[src/rtl/ffs_ram.sv]
// Generic single-write, single-read RAM with registered read data.
// No dependencies.
`timescale 1ns / 1ps

module ffs_ram #(
    parameter int WIDTH = 8,
    parameter int DEPTH = 64
) (
    input  logic                     i_clk,
    input  logic                     i_we,
    input  logic [$clog2(DEPTH)-1:0] i_waddr,
    input  logic [WIDTH-1:0]         i_wdata,
    input  logic [$clog2(DEPTH)-1:0] i_raddr,
    output logic [WIDTH-1:0]         o_rdata
);

    logic [WIDTH-1:0] r_mem [DEPTH];
    logic [WIDTH-1:0] r_rdata;

    always_ff @(posedge i_clk) begin
        if (i_we) begin
            r_mem[i_waddr] <= i_wdata;
        end
        r_rdata <= r_mem[i_raddr];
    end

    assign o_rdata = r_rdata;

endmodule

[config.mk]
export PLATFORM = sky130hd
export DESIGN_NAME = ffs_ram
export DESIGN_NICKNAME = d
export VERILOG_FILES = /design/src/rtl/ffs_ram.sv
export SDC_FILE = /design/constraint.sdc
export NUM_CORES = 1
export LEC_CHECK = 0
export BUFFER_PORTS_ARGS = -buffer_cell sky130_fd_sc_hd__buf_2
export CORE_ASPECT_RATIO = 2
export CORE_MARGIN = 2
export CORE_UTILIZATION = 35
export CTS_CLUSTER_DIAMETER = 80
export DETAILED_ROUTE_END_ITERATION = 10
export PLACE_DENSITY = 0.49
export SETUP_SLACK_MARGIN = 0.3
export SYNTH_ARGS = -nofsm -noshare
export SYNTH_HDL_FRONTEND = slang
export SYNTH_SLANG_ARGS = --single-unit
[constraint.sdc]
create_clock -name i_clk -period 1.63 [get_ports i_clk]
set_input_delay 0.0815 -clock i_clk [delete_from_list [all_inputs] [get_ports i_clk]]
set_output_delay 0.0815 -clock i_clk [all_outputs]
set_load 0.03 [all_outputs]
-- Yosys cells after proc, flatten, opt, wreduce, memory -nomap -nowiden
Memories as Yosys holds them, arrays and structs flattened. A register that Yosys moved wholly into a read port is not among the register bits.
Index checks and enable logic that the tools add are counted.
- muxes and demuxes: 2
- operators by type and width (kind ; count):
    $mux W1 ; 2
- flip-flop bits (word level): 0
- output and inout port bits: 8
- input bits: 22
- word-level logic and storage cells: 3
- memories kept: 1
- memory bits (writable): 512
- memory list (memory ; words ; bits a word ; read ports ; clocked after Yosys merged registers in ; wr ports ; RTL line ; RTL):
    r_mem ; 64 ; 8 ; 1 ; 1 ; 1 ; 17 ; logic [WIDTH-1:0] r_mem [DEPTH];

-- Longest topological paths before layout
Gate-level depths: netlist (run 1).
- depth after elaboration: 2
- mapped depth: 9

-- Worst setup path before layout (run 1)
OpenSTA, ideal clock, no wires.
- path type: input to register
- start: input port i_raddr[1]
- end: register r_rdata[3] (netlist: o_rdata[3]), read port of r_mem
- slack: -0.119 ns
- library setup time: 0.128 ns
- arrival time: 1.621 ns
- stages on the path: 7
- cell sequence: buf_4 > buf_2 > buf_2 > mux4_2 > mux4_2 > o21ai_1 > o41ai_1
- RTL lines (item ; RTL line ; RTL):
    start: declaration ; 13 ; input logic [$clog2(DEPTH)-1:0] i_raddr,
    end: declaration ; 18 ; logic [WIDTH-1:0] r_rdata;

==> qor.txt, run 1 <==
Setup crit start kind: flip-flop
Setup crit end kind: flip-flop
Final setup vio count: 8
Finished Cell Area: 24300 um2
Row count: 124
RSZ-0062 raised after global routing: yes
Top_reg_cell synth: edfxtp_1
Gate power share: 0.068
Mapped Area: 20200 um2
Worst VDD drop: 0.000620 V
1st-iter DRT viols: 648
Clock network power share: 0.379
Slew HR: 0.474
Routed wire length: 53400 um
Core area: 57100 um2
CTS tree: built
CTS buffer count: 44
Clock Sinks: 520
Clock Pin Slew Worst Setup and Hold Paths: 0.06 ns
Worst slew pin tran: 0.789 ns
Synth top area share: 0.762
Post-DR wirelength/cell: 28.3 um
Outcome: complete, but fails checks
Commonest non-fill, non-tap cell in the layout: edfxtp_1
Post-CTS Setup Bufs: 0
P per Cell Area: 1100 nW/um2
Most frequent cells in the layout: edfxtp_1 (512), mux4_2 (126), buf_4 (104)
Reg power frac: 0.553
Final count of hold timing violations: 0
Clock insertion delay at the later pin of the skew report: 0.58 ns
Largest area contributor in the netlist: edfxtp_1
DP Worst Slack: -0.779 ns
Yosys warns: 0
P_sw: 5830 uW
Fmax: 524 MHz
Gr usage total: 0.183
Cells after Synth: 940
Clk_skew: 0.0139 ns
DRC violations left: 0
Fraction of layout cells with a size suffix above 1: 0.394
Hold_ws: 0.0617 ns
Failing checks: negative setup slack
EDFF count, synth: 512
Die area: 59700 um2
Design Power: 26800 uW
Initial antenna violation count: 0
Clk buf depth: 3
Sequential-to-total area share from yosys stat: 0.770
HPWL Detailed: 36700 um
Largest net degree at the start of global routing: 65
Setup ws final: -0.279 ns
Pint: 21000 uW
CP Data Required Time: 2.10 ns
DRT Pass-1 Iters: 4
Largest cells by area after synthesis: edfxtp_1 (76%), mux4_2 (14%), nor2_1 (1.5%)
Switching fraction of total power: 0.217
Time the worst path needs with I/O delays and setup: 1.91 ns
Synthesized flop and latch total: 520
Area Overhead vs Synth: 20.6%
# IOs: 30
Final GP Congestion: 0.776
Placed Area: 22900 um2
Vias: 9704
Static Leak: 0.00760 uW
Diodes inserted: 0
HP Class: in -> reg
Vias in the first global route: 10600
Syn nets: 962
Fillers: 5075
Crit-path max FO: 1
First-pass GRT wire length: 77100 um
Async SR Flop Fraction: 0
Clk root buf: clkbuf_16
Gr ovfl total: 0
Die H: 343 um
Average via count per standard cell: 5.15
Routed Antenna Nets: 0
Data arrival time of the critical path: 2.37 ns
Synth cell types: 40
Initial Utilization: 0.353
Final period utilization: 1.17
Crit Path Class: reg -> reg
# H-tree levels: 2
Avg Synthesized Cell Area: 21.5 um2
Port Buf Inserts: 29
Nets: 1121
Setup_tns: -1.68 ns
Max cap viols: 0
Die Width: 174 um
Fin. max-slew vios: 0
==> power by group through the flow <==
stage,combinational [uW],clock (uW),sequential [uW]
floorplan,896,0,15200
global placement,1810,0,15100
detailed placement,1820,0,15100
CTS,1870,10400,14800
global route,1940,10800,14800
finish,1820,10200,14800
==> final timing paths <==
kind           startpoint    endpoint  cells past startpoint  slack (ns)
max           r_mem[7][2]  o_rdata[2]                      5       -0.28
min            i_raddr[5]  o_rdata[0]                      3        0.06
max reg2reg   r_mem[7][2]  o_rdata[2]                      5       -0.28
min reg2reg  r_mem[18][1]  o_rdata[1]                      4        0.86
==> what timing repair did <==
action,CTS,global route
endpoints found under the hold margin,4,0
pin swaps,3,2
endpoints found under the setup margin,11,8
resized for setup,21,4
hold buffers,1,0
==> per-layer routing <==
metal,share of wire,routed length [um],track usage
met2,0.59,31600,0.369
met3,0.026,1380,0.0181
met1,0.35,18600,0.194
met5,0,0,0
met4,0.033,1770,0.0653
==> registers in the layout, indices dropped and copies added (netlist names) <==
name and flops:
r_mem 512, o_rdata 8
==> stage by stage <==
| stage | cells | utilization |
|---|---|---|
| after floorplan | 940 | - |
| after global placement | 1808 | 0.400 |
| after detailed placement | 1808 | 0.400 |
| after CTS | 1885 | 0.426 |
| after global routing | 1885 | 0.426 |
| final | 1885 | 0.426 |
==> cells by family (layout without fill, tap and decap cells) <==
family          Yosys count  count (layout)  share of synthesized area
compound gates           54              54                     0.0207
buf+inv                  51             240                     0.0157
flops                   520             520                      0.770
mux                     162             162                      0.159
simple gates            153             153                     0.0339
==> area by class of cell <==
cell class,instances,area (um2),share of cell area
Sequential cell,520,15500,0.639
Multi-Input combinational cell,369,4900,0.201
Timing Repair Buffer,164,1600,0.0656
Clock buffer,59,1200,0.0493
Tap cell,756,946,0.0389
Clock inverter,17,143,0.00586
==> cells in the mapped netlist (3+ instances only) <==
| cell type | number |
|---|---|
| buf_2 | 11 |
| mux4_2 | 126 |
| a211oi_1 | 4 |
| o2bb2ai_1 | 3 |
| mux2_2 | 13 |
| nor3_1 | 7 |
| o2111ai_1 | 3 |
| buf_1 | 4 |
| a21oi_1 | 3 |
| mux2i_1 | 23 |
| a221oi_1 | 6 |
| nor2b_1 | 14 |
| buf_4 | 13 |
| nand3_1 | 13 |
| clkbuf_1 | 17 |
| edfxtp_1 | 512 |
| nand2_1 | 19 |
| a22oi_1 | 3 |
| nand2b_1 | 7 |
| nor2_1 | 83 |
| o22ai_1 | 8 |
| o221ai_1 | 8 |
| nand3b_1 | 3 |
| dfxtp_1 | 8 |
| buf_6 | 4 |
==> critical path, stage by stage, from the launching register on <==
cell and delay [ns]:
edfxtp_1 0.38, mux4_2 0.49, mux4_2 0.51, nor2_4 0.22, nor3_2 0.06, o2bb2ai_1 0.13
(Power assumes the default switching activity.)
==> run 2, diff against run 1 <==
Settings changed: CAP_MARGIN set to 0, PLACE_DENSITY 0.49 to 0.47.
Clock period 1.63 ns to 1.9 ns, I/O delays scaled along.
==> run 2 against run 1 <==
The flow now finishes without violations; core utilization fell by 0.24 points; highest routed layer is now met5; combinational power fell by 16%; fmax rose by 1.1%; worst hold slack got worse by 0.045 ns; count of clock-buffer cells in the layout fell by 2; via count rose by 1.1%; largest cell class unchanged; sequential power fell by 14%; sequential share of layout area rose by 0.35 points; critical path type unchanged.
==> qor.txt, run 2 (same netlist as run 1, synthesis figures left out) <==
Vias: 9814 (+1.1%)
P_sw: 4930 uW (-15%)
DRC violations left: 0 (unchanged)
DRT Pass-1 Iters: 4 (unchanged)
Setup crit end kind: flip-flop
Commonest non-fill, non-tap cell in the layout: edfxtp_1
Final count of hold timing violations: 0 (unchanged)
Die Width: 174 um (unchanged)
Initial antenna violation count: 3 (+3)
Core area: 57100 um2 (unchanged)
FF+latch area: 15500 um2 (about the same)
CP Data Required Time: 2.35 ns (+0.25 ns)
DP Worst Slack: -0.326 ns (+0.453 ns)
CTS tree: built
Die area: 59700 um2 (unchanged)
Time the worst path needs with I/O delays and setup: 1.89 ns (-0.0208 ns)
Outcome: complete, no violations
Fraction of layout cells with a size suffix above 1: 0.364 (-0.0298)
First-pass GRT wire length: 75800 um (-1.6%)
Clock Sinks: 520 (unchanged)
Reg power frac: 0.551 (-0.002)
Gr usage total: 0.178 (-0.00459)
Largest net degree at the start of global routing: 65 (unchanged)
Diodes inserted: 0 (unchanged)
Worst slew pin tran: 1.01 ns (+0.219 ns)
Clk_skew: 0.0128 ns (-0.00112 ns)
# IOs: 30 (unchanged)
Final period utilization: 0.994 (-0.177)
Gate power share: 0.066 (-0.002)
Worst VDD drop: 0.000538 V (-13%)
Post-DR wirelength/cell: 26.9 um (-5.1%)
Row count: 124 (unchanged)
Placed Area: 22600 um2 (-0.94%)
Nets: 1172 (+4.5%)
Setup crit start kind: flip-flop
# H-tree levels: 2 (unchanged)
Slew HR: 0.328 (-0.146)
Fmax: 530 MHz (+1.1%)
Switching fraction of total power: 0.214 (-0.00350)
Average via count per standard cell: 5.06 (-1.7%)
Setup_tns: 0 ns (+1.68 ns)
Final setup vio count: 0 (-8)
HP Class: in -> reg
Most frequent cells in the layout: edfxtp_1 (512), buf_4 (160), mux4_2 (126)
Initial Utilization: 0.353 (unchanged)
Final GP Congestion: 0.772 (-0.55%)
Clock insertion delay at the later pin of the skew report: 0.57 ns (about the same)
Fillers: 5139 (+1.3%)
Clock Pin Slew Worst Setup and Hold Paths: 0.06 ns (about the same)
HPWL Detailed: 35800 um (-2.3%)
Gr ovfl total: 0 (unchanged)
Design Power: 23100 uW (-14%)
Number of flip-flops in the largest register: 512 (unchanged)
Clk root buf: clkbuf_16
Clk buf depth: 3 (unchanged)
Port Buf Inserts: 29 (unchanged)
Die H: 343 um (unchanged)
Crit Path Class: reg -> reg
P per Cell Area: 955 nW/um2 (-13%)
Max cap viols: 0 (unchanged)
Biggest register: r_mem
Finished Cell Area: 24200 um2 (-0.56%)
Routed Antenna Nets: 0 (unchanged)
Static Leak: 0.00784 uW (+3.1%)
Crit-path max FO: 1 (unchanged)
Routed wire length: 52100 um (-2.4%)
Pint: 18200 uW (-14%)
Vias in the first global route: 10800 (+1.3%)
CTS buffer count: 45 (+2.3%)
Data arrival time of the critical path: 2.34 ns (-0.03 ns)
RSZ-0062 raised after global routing: yes
Clock network power share: 0.383 (+0.004)
Area occupied by multi-input gates: 4490 um2 (-8.3%)
Area Overhead vs Synth: 19.9%
Setup ws final: 0.0122 ns (+0.291 ns)
Fin. max-slew vios: 0 (unchanged)
1st-iter DRT viols: 616 (-4.9%)
## run 2: timing repair
| action | CTS | global route |
|---|---|---|
| setup buffers | 0 | 0 |
| hold endpoints to repair | 4 | 0 |
| endpoints found under the setup margin | 8 | 8 |
| hold buffers | 3 | 0 |
| resized for setup | 17 | 12 |
| pin swaps | 5 | 2 |
## run 2: metrics by stage
step	hold WS, ns	util	std cells
after floorplan	0.194	-	940
after global placement	0.558	0.397	1856
after detailed placement	0.547	0.397	1856
after CTS	0.0100	0.422	1939
after global routing	0.0378	0.424	1939
final	0.0167	0.424	1939
## run 2: critical path, cell delays in order, from the launching register on
cell and delay, ns:
edfxtp_1 0.37, mux4_2 0.48, mux2_4 0.31, o221a_4 0.31, nor3_2 0.10, buf_4 0.14
o32ai_2 0.07
## run 2: cell type report
class / count / share of cell area
repair buffers: 214 / 0.0764
flip-flops and latches: 520 / 0.642
well taps: 756 / 0.0391
multi-input cells: 369 / 0.186
clock buffers: 57 / 0.0493
clock inverters: 23 / 0.00714
## run 2: power groups by stage
stage	sequential (uW)	combinational, uW	clock (uW)
after floorplan	13000	702	0
after global placement	13000	1490	0
after detailed placement	13000	1510	0
after CTS	12700	1550	9080
after global routing	12700	1630	9450
final	12700	1520	8850
## run 2: per-layer routing
| metal | share of wire | routed length, um | global-route usage |
|---|---|---|---|
| met1 | 0.35 | 18200 | 0.185 |
| met2 | 0.59 | 30800 | 0.365 |
| met3 | 0.031 | 1620 | 0.0198 |
| met4 | 0.028 | 1480 | 0.0595 |
| met5 | 0.00058 | 30 | 0 |
## run 2: final timing paths
check,from,slack [ns],depth (start not counted),to
hold reg to reg,r_mem[31][1],0.88,4,o_rdata[1]
setup / recovery,r_mem[21][6],0.01,6,o_rdata[6]
hold / removal,i_wdata[2],0.02,1,r_mem[4][2]
setup reg to reg,r_mem[21][6],0.01,6,o_rdata[6]
==> run 3, diff against run 2 <==
Settings changed: CORE_ASPECT_RATIO 2 to not set, CORE_UTILIZATION 35 to 37, PLACE_DENSITY 0.47 to 0.5.
==> run 3 against run 2 <==
Critical endpoint unchanged; core utilization is 2.7 points higher; cell area is 0.20% higher; final cell count is 2.6% lower; sequential share of layout area is 0.13 points lower; die area is 5.5% lower; power is 4.8% higher; first-iteration DRC count is 22% higher; global-route usage hardly changed; count of clock-buffer cells in the layout is 13 higher; combinational power is 3% lower.
==> qor.txt, run 3 (same netlist as run 1, synthesis figures left out) <==
Static Leak: 0.00790 uW (+0.78%)
Gr usage total: 0.178 (about the same)
Row count: 85 (-31%)
First-pass GRT wire length: 72000 um (-5.0%)
RSZ-0062 raised after global routing: yes
Clock Sinks: 520 (unchanged)
Diodes inserted: 0 (unchanged)
1st-iter DRT viols: 751 (+22%)
Slowest stage delay, CP: 0.50 ns (+0.02 ns)
# H-tree levels: 2 (unchanged)
Fillers: 4624 (-10%)
Initial antenna violation count: 1 (-2)
Critical Path Slowest Stage Cell: mux4_2
Clk root buf: clkbuf_16
Biggest register: r_mem
Port Buf Inserts: 29 (unchanged)
DRC violations left: 0 (unchanged)
Final period utilization: 0.998 (+0.00435)
Post-DR wirelength/cell: 26.1 um (-2.8%)
Crit-path max FO: 1 (unchanged)
Setup crit end kind: flip-flop
Average via count per standard cell: 5.25 (+3.7%)
Finished Layout Cells: 1889 (-2.6%)
Largest net degree at the start of global routing: 65 (unchanged)
Die area: 56400 um2 (-5.5%)
P per Cell Area: 998 nW/um2 (+4.6%)
Cells after DPL: 1783 (-3.9%)
Die Width: 237 um (+37%)
Initial Utilization: 0.375 (+0.0215)
Vias in the first global route: 10400 (-3.1%)
Most frequent cells in the layout: edfxtp_1 (512), buf_4 (153), mux4_2 (126)
Final count of hold timing violations: 0 (unchanged)
Clk buf depth: 3 (unchanged)
Nets: 1172 (unchanged)
Hold_ws: 0.0285 ns (+0.0118 ns)
Routed wire length: 49300 um (-5.3%)
Data arrival time of the critical path: 2.38 ns (+0.04 ns)
CP Data Required Time: 2.39 ns (+0.04 ns)
# IOs: 30 (unchanged)
Fraction of layout cells with a size suffix above 1: 0.362 (-0.00222)
Fin. max-slew vios: 0 (unchanged)
Design Power: 24200 uW (+4.8%)
Core area: 53800 um2 (-5.7%)
Share of the core filled with cells: 0.450 (+0.0267)
Final setup vio count: 0 (unchanged)
Fmax: 527 MHz (-0.44%)
Number of flip-flops in the largest register: 512 (unchanged)
DRT Pass-1 Iters: 5 (+1)
HP Class: in -> reg
Routed Antenna Nets: 0 (unchanged)
Commonest non-fill, non-tap cell in the layout: edfxtp_1
CTS tree: built
Crit Path Class: reg -> reg
Clock insertion delay at the later pin of the skew report: 0.61 ns (+0.04 ns)
Clk_skew: 0.0223 ns (+0.00954 ns)
CTS buffer count: 54 (+20%)
Final GP Congestion: 0.787 (+2.0%)
Vias: 9913 (+1.0%)
HPWL Detailed: 32200 um (-10%)
Setup crit start kind: flip-flop
Die H: 237 um (-31%)
Area Overhead vs Synth: 20.2%
Worst slew pin tran: 0.816 ns (-0.192 ns)
Time the worst path needs with I/O delays and setup: 1.90 ns (+0.00827 ns)
Outcome: complete, no violations
Worst VDD drop: 0.000740 V (+38%)
Post-CTS Setup Bufs: 0 (unchanged)
Setup_tns: 0 ns (unchanged)
Clock Pin Slew Worst Setup and Hold Paths: 0.06 ns (about the same)
Slew HR: 0.456 (+0.128)
Max cap viols: 0 (unchanged)
Gr ovfl total: 0 (unchanged)
Crit path cell chain: mux4_2, mux2_4, o221a_4, nor3_2, buf_4, o32ai_2
-- run 3: changes by cell type in the layout (fill, tap and decap cells not counted), sizes merged --
cell	delta
clkbuf	+13
bufinv	-1
buf	-13
clkinvlp	+1
clkinv	+6
dlygate4sd3	+4
-- run 3: per-stage QoR --
stage	cell area, um2	worst slack [ns]
6_report	24200	0.00392
5_1_grt	24200	-0.0686
4_1_cts	24200	-0.00525
3_5_place_dp	22400	-0.278
3_3_place_gp	22400	-0.246
2_1_floorplan	20300	0.250
-- run 3: repair_timing --
action	CTS	global route
pin swaps	4	5
resized for setup	13	9
hold endpoints to repair	57	0
hold buffers	7	0
endpoints found under the setup margin	8	8
-- run 3: power breakdown --
group	leakage [uW]	switching (uW)	internal [uW]	total, uW
clock	0.000822	4280	5710	9980
combinational	0.00240	860	616	1480
sequential	0.00467	35.8	12700	12700
total	0.00790	5170	19000	24200
-- run 3: routing by layer --
layer / global-route usage / vias up / share of wire
met5: 0 / - / 0
met4: 0.0537 / 0 / 0.021
met3: 0.0312 / 57 / 0.053
met2: 0.286 / 237 / 0.48
met1: 0.250 / 5267 / 0.45
li1: - / 4352 / -
-- run 3: worst paths after layout --
path / slack, ns / startpoint / endpoint / depth (start not counted)
setup / recovery: 0.004 / r_mem[16][6] / o_rdata[6] / 6
hold / removal: 0.03 / i_wdata[3] / r_mem[29][3] / 1
setup reg to reg: 0.004 / r_mem[16][6] / o_rdata[6] / 6
hold reg to reg: 0.84 / r_mem[18][0] / o_rdata[0] / 4
-- run 3: critical path, delay by kind of cell, from the launching register on --
family          cells  cell delay (ns)
compound gates      2             0.34
buf+inv             1             0.16
flops               1             0.38
mux                 2             0.80
simple gates        1             0.11
-- run 3: area by class of cell --
class / instances / area (um2) / share of cell area
well taps: 696 / 871 / 0.0359
clock buffers: 70 / 1480 / 0.0609
repair buffers: 205 / 1720 / 0.0711
clock inverters: 29 / 184 / 0.00759
multi-input cells: 369 / 4450 / 0.183
flip-flops and latches: 520 / 15500 / 0.641
